**src/hw/rtl/contact_table_engine_defines.svh**
```systemverilog
// ----------------------------------------------------------------------------
// Contact table engine assertion macros
// Assertion wrappers shared by the contact table RTL. Define ASSERT_OFF to
// compile them out.
// ----------------------------------------------------------------------------
`ifndef CONTACT_TABLE_ENGINE_DEFINES_SVH
`define CONTACT_TABLE_ENGINE_DEFINES_SVH

`ifndef ASSERT_OFF
// Check that a property holds at every clock edge out of reset.
`define CTE_ASSERT(lbl, clk, rst_n, prop, msg) \
  lbl: assert property (@(posedge clk) disable iff (!rst_n) (prop)) else $error(msg);
// Check that a condition never holds out of reset.
`define CTE_ASSERT_NEVER(lbl, clk, rst_n, cond, msg) \
  lbl: assert property (@(posedge clk) disable iff (!rst_n) !(cond)) else $error(msg);
`else
`define CTE_ASSERT(lbl, clk, rst_n, prop, msg)
`define CTE_ASSERT_NEVER(lbl, clk, rst_n, cond, msg)
`endif

`endif

```
**src/hw/rtl/cte_pkg.sv**
```systemverilog
// ----------------------------------------------------------------------------
// Contact table engine package
// Request, response and entry types plus operation and status codes.
// ----------------------------------------------------------------------------
`default_nettype none

package cte_pkg;

  localparam int unsigned KEY_W    = 64;
  localparam int unsigned NUMBER_W = 50;
  localparam int unsigned MODE_W   = 3;
  localparam int unsigned STATUS_W = 2;
  localparam int unsigned INDEX_W  = 6;
  localparam int unsigned HELD_W   = 7;

  // Operation codes
  localparam logic [MODE_W-1:0] MODE_ADD         = 3'd0;
  localparam logic [MODE_W-1:0] MODE_FIND_NAME   = 3'd1;
  localparam logic [MODE_W-1:0] MODE_FIND_NUMBER = 3'd2;
  localparam logic [MODE_W-1:0] MODE_UPDATE      = 3'd3;
  localparam logic [MODE_W-1:0] MODE_DELETE      = 3'd4;

  // Status codes
  localparam logic [STATUS_W-1:0] STATUS_DONE      = 2'd0;
  localparam logic [STATUS_W-1:0] STATUS_NOT_FOUND = 2'd1;
  localparam logic [STATUS_W-1:0] STATUS_FULL      = 2'd2;

  typedef struct packed {
    logic [MODE_W-1:0]   mode;
    logic [KEY_W-1:0]    name_key;
    logic [NUMBER_W-1:0] phone_number;
  } cte_req_t;

  typedef struct packed {
    logic [STATUS_W-1:0] status;
    logic [INDEX_W-1:0]  entry_index;
    logic [KEY_W-1:0]    found_key;
    logic [NUMBER_W-1:0] found_number;
    logic [HELD_W-1:0]   entries_held;
  } cte_rsp_t;

  typedef struct packed {
    logic [KEY_W-1:0]    name_key;
    logic [NUMBER_W-1:0] phone_number;
  } cte_entry_t;

endpackage

`default_nettype wire

```
**src/hw/rtl/cte_match.sv**
```systemverilog
// ----------------------------------------------------------------------------
// Contact table match unit
// Compares one stored entry against the search key or number.
// ----------------------------------------------------------------------------
`default_nettype none

module cte_match import cte_pkg::*; (
  input  cte_entry_t          entry_i,
  input  logic                by_number_i,
  input  logic [KEY_W-1:0]    key_i,
  input  logic [NUMBER_W-1:0] number_i,
  output logic                hit_o
);

  // compare on the number field only for find-by-number
  assign hit_o = by_number_i ? (entry_i.phone_number == number_i)
                             : (entry_i.name_key == key_i);

endmodule

`default_nettype wire
```
**config.mk**
```make
export PLATFORM = sky130hd
export DESIGN_NAME = cte_match
export DESIGN_NICKNAME = d
export VERILOG_FILES = /design/src/hw/rtl/contact_table_engine_defines.svh /design/src/hw/rtl/cte_pkg.sv /design/src/hw/rtl/cte_match.sv
export SDC_FILE = /design/constraint.sdc
export NUM_CORES = 1
export LEC_CHECK = 0
export ABC_CLOCK_PERIOD_IN_PS = 1300
export BUFFER_PORTS_ARGS = -buffer_cell sky130_fd_sc_hd__clkbuf_2
export CAP_MARGIN = 15
export CORE_MARGIN = 10
export CORE_UTILIZATION = 26
export DETAILED_ROUTE_END_ITERATION = 8
export PLACE_DENSITY_LB_ADDON = 0.12
export SLEW_MARGIN = 15
export SYNTH_ARGS = -nofsm -noshare
export SYNTH_HDL_FRONTEND = slang
export SYNTH_SLANG_ARGS = --single-unit
```
**constraint.sdc**
```tcl
create_clock -name vclk -period 1.3
set_clock_uncertainty 0.05 [all_clocks]
set_input_delay 0.065 -clock vclk [all_inputs]
set_output_delay 0.065 -clock vclk [all_outputs]
set_load 0.01 [all_outputs]
```
==> flow_metrics.env <==
export IMPL_status="finished with violations"
export IMPL_violations="setup timing"
export IMPL_fmax_mhz=576
export IMPL_rows=26
export IMPL_crit_buf_inv=4
export IMPL_grt_ovfl_total=0
export IMPL_fin_nets=665
export IMPL_nClkBuffers=0
export IMPL_cp_start_kind="input pin"
export IMPL_multi_input_area_mm2=0.00130
export IMPL_regArea_um2=0
export IMPL_fin_tns_setup_ns=-0.436
export IMPL_path_cells="clkbuf_2 > inv_1 > buf_4 > o2bb2ai_1 > nor4_1 > nand4_1 > or4_4 > o41ai_4 > buf_2"
export IMPL_chipHeight_um=92.2
export IMPL_arrival_ns=1.62
export IMPL_dr_wl_met2_um=4290
export IMPL_syn_cell_area_mm2=0.00136
export IMPL_holdPathStages=4
export IMPL_drt_wl_total_um=7680
export IMPL_dr_pass1_iters=5
export IMPL_diodes=0
export IMPL_portBuffers=230
export IMPL_gp_congestion=0.785
export IMPL_p_leak_nw=1.63
export IMPL_top_layer_used="met4"
export IMPL_tightest_slew_ns=0.303
export IMPL_hp_class="in2out"
export IMPL_rsz0062_at_grt="true"
export IMPL_antenna_found_initial=0
export IMPL_cpPeakStageDelay_ns=0.52
export IMPL_grt_pass1_vias=2513
export IMPL_core_area_mm2=0.00507
export IMPL_die_area_mm2=0.00851
export IMPL_initial_core_util_pct=26.7
export IMPL_min_period_ns=1.74
export IMPL_worst_slack_ns=-0.436
export IMPL_drc=0
export IMPL_synth_area_per_cell_um2=7.25
export IMPL_hold_start="by_number_i"
export IMPL_fin_util_pct=55.1
export IMPL_grt_pass1_wl_um=11800
export IMPL_cp_required_ns=1.19
export IMPL_die_w_um=92.2
export IMPL_worstPathMaxFanout=2
export IMPL_ant_nets=0
export IMPL_io_pins=230
export IMPL_vdd_ir_drop_max_uv=164
export IMPL_hold_viol=0
export IMPL_via_count=2228
export IMPL_synth_area_mux_share_pct=0
export IMPL_crit_family="simple AND/OR/NAND/NOR gates"
export IMPL_slew_viol_final=0
export IMPL_drv_cap=0
export IMPL_drtIter0Drc=23
export IMPL_holdPathEnd="hit_o"
export IMPL_synth_simple_area_share_pct=18.8
export IMPL_fin_crit_sh_pct=134
export IMPL_drive_above_1_share_pct=59.9
export IMPL_p_per_area_mw_per_mm2=285
export IMPL_ys_warn_count=0
export IMPL_area_growth_pct=106
export IMPL_synth_fa_ha_area_share_pct=0
export IMPL_cp_slowest_cell="or4_4"
export IMPL_endpoint_kind="output port"
export IMPL_seq_cells=0
export IMPL_hpwl_um=7610
export IMPL_synth_compound_area_share_pct=19.1
export IMPL_routedWlPerCell_um=15.2
export IMPL_ys_seq_area_share_pct=0
export IMPL_synth_cells=187
export IMPL_critPathKind="in2out"
export IMPL_synth_distinct_cells=26
export IMPL_synth_xor_area_share_pct=53.0
export IMPL_slew_headroom_pct=79.6
export IMPL_wl_met3_um=702
export IMPL_nFillCells=500
export IMPL_grt_max_degree=3
export IMPL_syn_nets=416
export IMPL_wl_met1_um=2670
export IMPL_vias_per_cell=4.42
export IMPL_track_usage_pct=16.4
export IMPL_synth_top_family_by_area="XOR/XNOR gates"
export IMPL_setup_viol=1
-- routing by layer --
layer / vias up / track usage [%]
li1: 1163 / -
met2: 109 / 33.6
met1: 954 / 15.7
met5: - / 0
met3: 2 / 5.95
met4: 0 / 0.900
-- placed cells by master (no fill, tap or decap), types with 2 or more instances in the layout --
| cell type | n |
|---|---|
| clkbuf_2 | 229 |
| a22oi_1 | 3 |
| nand4_1 | 13 |
| nor2_1 | 2 |
| xor2_1 | 45 |
| a22o_1 | 2 |
| nor4_1 | 10 |
| o2bb2ai_1 | 8 |
| nand3_1 | 2 |
| buf_4 | 17 |
| xnor2_1 | 33 |
| a221oi_1 | 4 |
| inv_1 | 31 |
| nor3_1 | 3 |
| xnor2_2 | 4 |
| inv_2 | 2 |
| o22ai_1 | 10 |
| nor4_2 | 4 |
-- through the flow --
stage	worst slack (ns)	power, W	instances	instance area (µm²)	hold WS (ns)
2_1_floorplan	-0.00810	0.000318	187	1400	0.292
3_3_place_gp	-0.533	0.000780	504	2770	0.554
3_5_place_dp	-0.557	0.000793	504	2770	0.556
4_1_cts	-0.495	0.000800	504	2780	0.557
5_1_grt	-0.544	0.000883	504	2790	0.585
6_report	-0.436	0.000797	504	2790	0.550
-- worst max-delay path by stage --
stage | slack (ns) | start | to | cells after the start
CTS | -0.50 | key_i[43] | hit_o | 8
detailed placement | -0.56 | entry_i[113] | hit_o | 8
finish | -0.44 | entry_i[89] | hit_o | 9
global placement | -0.53 | entry_i[89] | hit_o | 8
floorplan | -0.008 | key_i[40] | hit_o | 6
global route | -0.54 | key_i[12] | hit_o | 8
-- synthesized netlist by cell type --
master,count,area [µm²]
a2bb2oi_1,1,8.76
nand3_1,2,10.0
a222oi_1,1,10.0
o2111ai_1,1,8.76
o41ai_1,1,8.76
a22oi_1,3,22.5
nor2b_1,1,6.26
o21ai_1,1,5.00
nor4_2,1,12.5
nor3_1,3,15.0
nor2_1,2,7.51
inv_1,31,116
and4_1,1,8.76
nor4_1,13,81.3
a221oi_1,4,35.0
o2bb2ai_1,8,70.1
a22o_1,2,17.5
xor2_1,45,394
inv_2,2,7.51
a221o_1,1,10.0
o22ai_1,10,62.6
nand4_1,13,81.3
xnor2_1,37,324
nor4_4,1,21.3
nand2_1,1,3.75
or4_1,1,7.51
-- where the power goes --
group / internal, W / switching [W] / leakage, nW / total, W
clock network: 0 / 0 / 0 / 0
registers: 0 / 0 / 0 / 0
logic: 0.000483 / 0.000314 / 1.63 / 0.000797
total: 0.000483 / 0.000314 / 1.63 / 0.000797
-- what timing repair did --
item	CTS	global route
gates resized for setup	2	3
setup buffers	0	0
pin swaps	3	4
hold buffers	0	0
setup endpoints to repair	1	1
-- worst min-delay path: cells and delay by family --
kind | cells | cell delay [ns]
AO/OA/AOI/OAI | 2 | 0.23
buffers and inverters | 2 | 0.24
-- cell families after synthesis --
| family | after synthesis |
|---|---|
| XOR/XNOR | 82 |
| AND/OR/NAND/NOR | 39 |
| AO/OA/AOI/OAI | 33 |
| buffers and inverters | 33 |
-- area by class of cell --
class | count | share of cell area [%]
multi-input combinational | 154 | 46.7
tap | 70 | 3.13
inverter | 33 | 4.43
timing repair buffer | 247 | 45.8
Note: power is estimated with default switching activity, not from simulation.
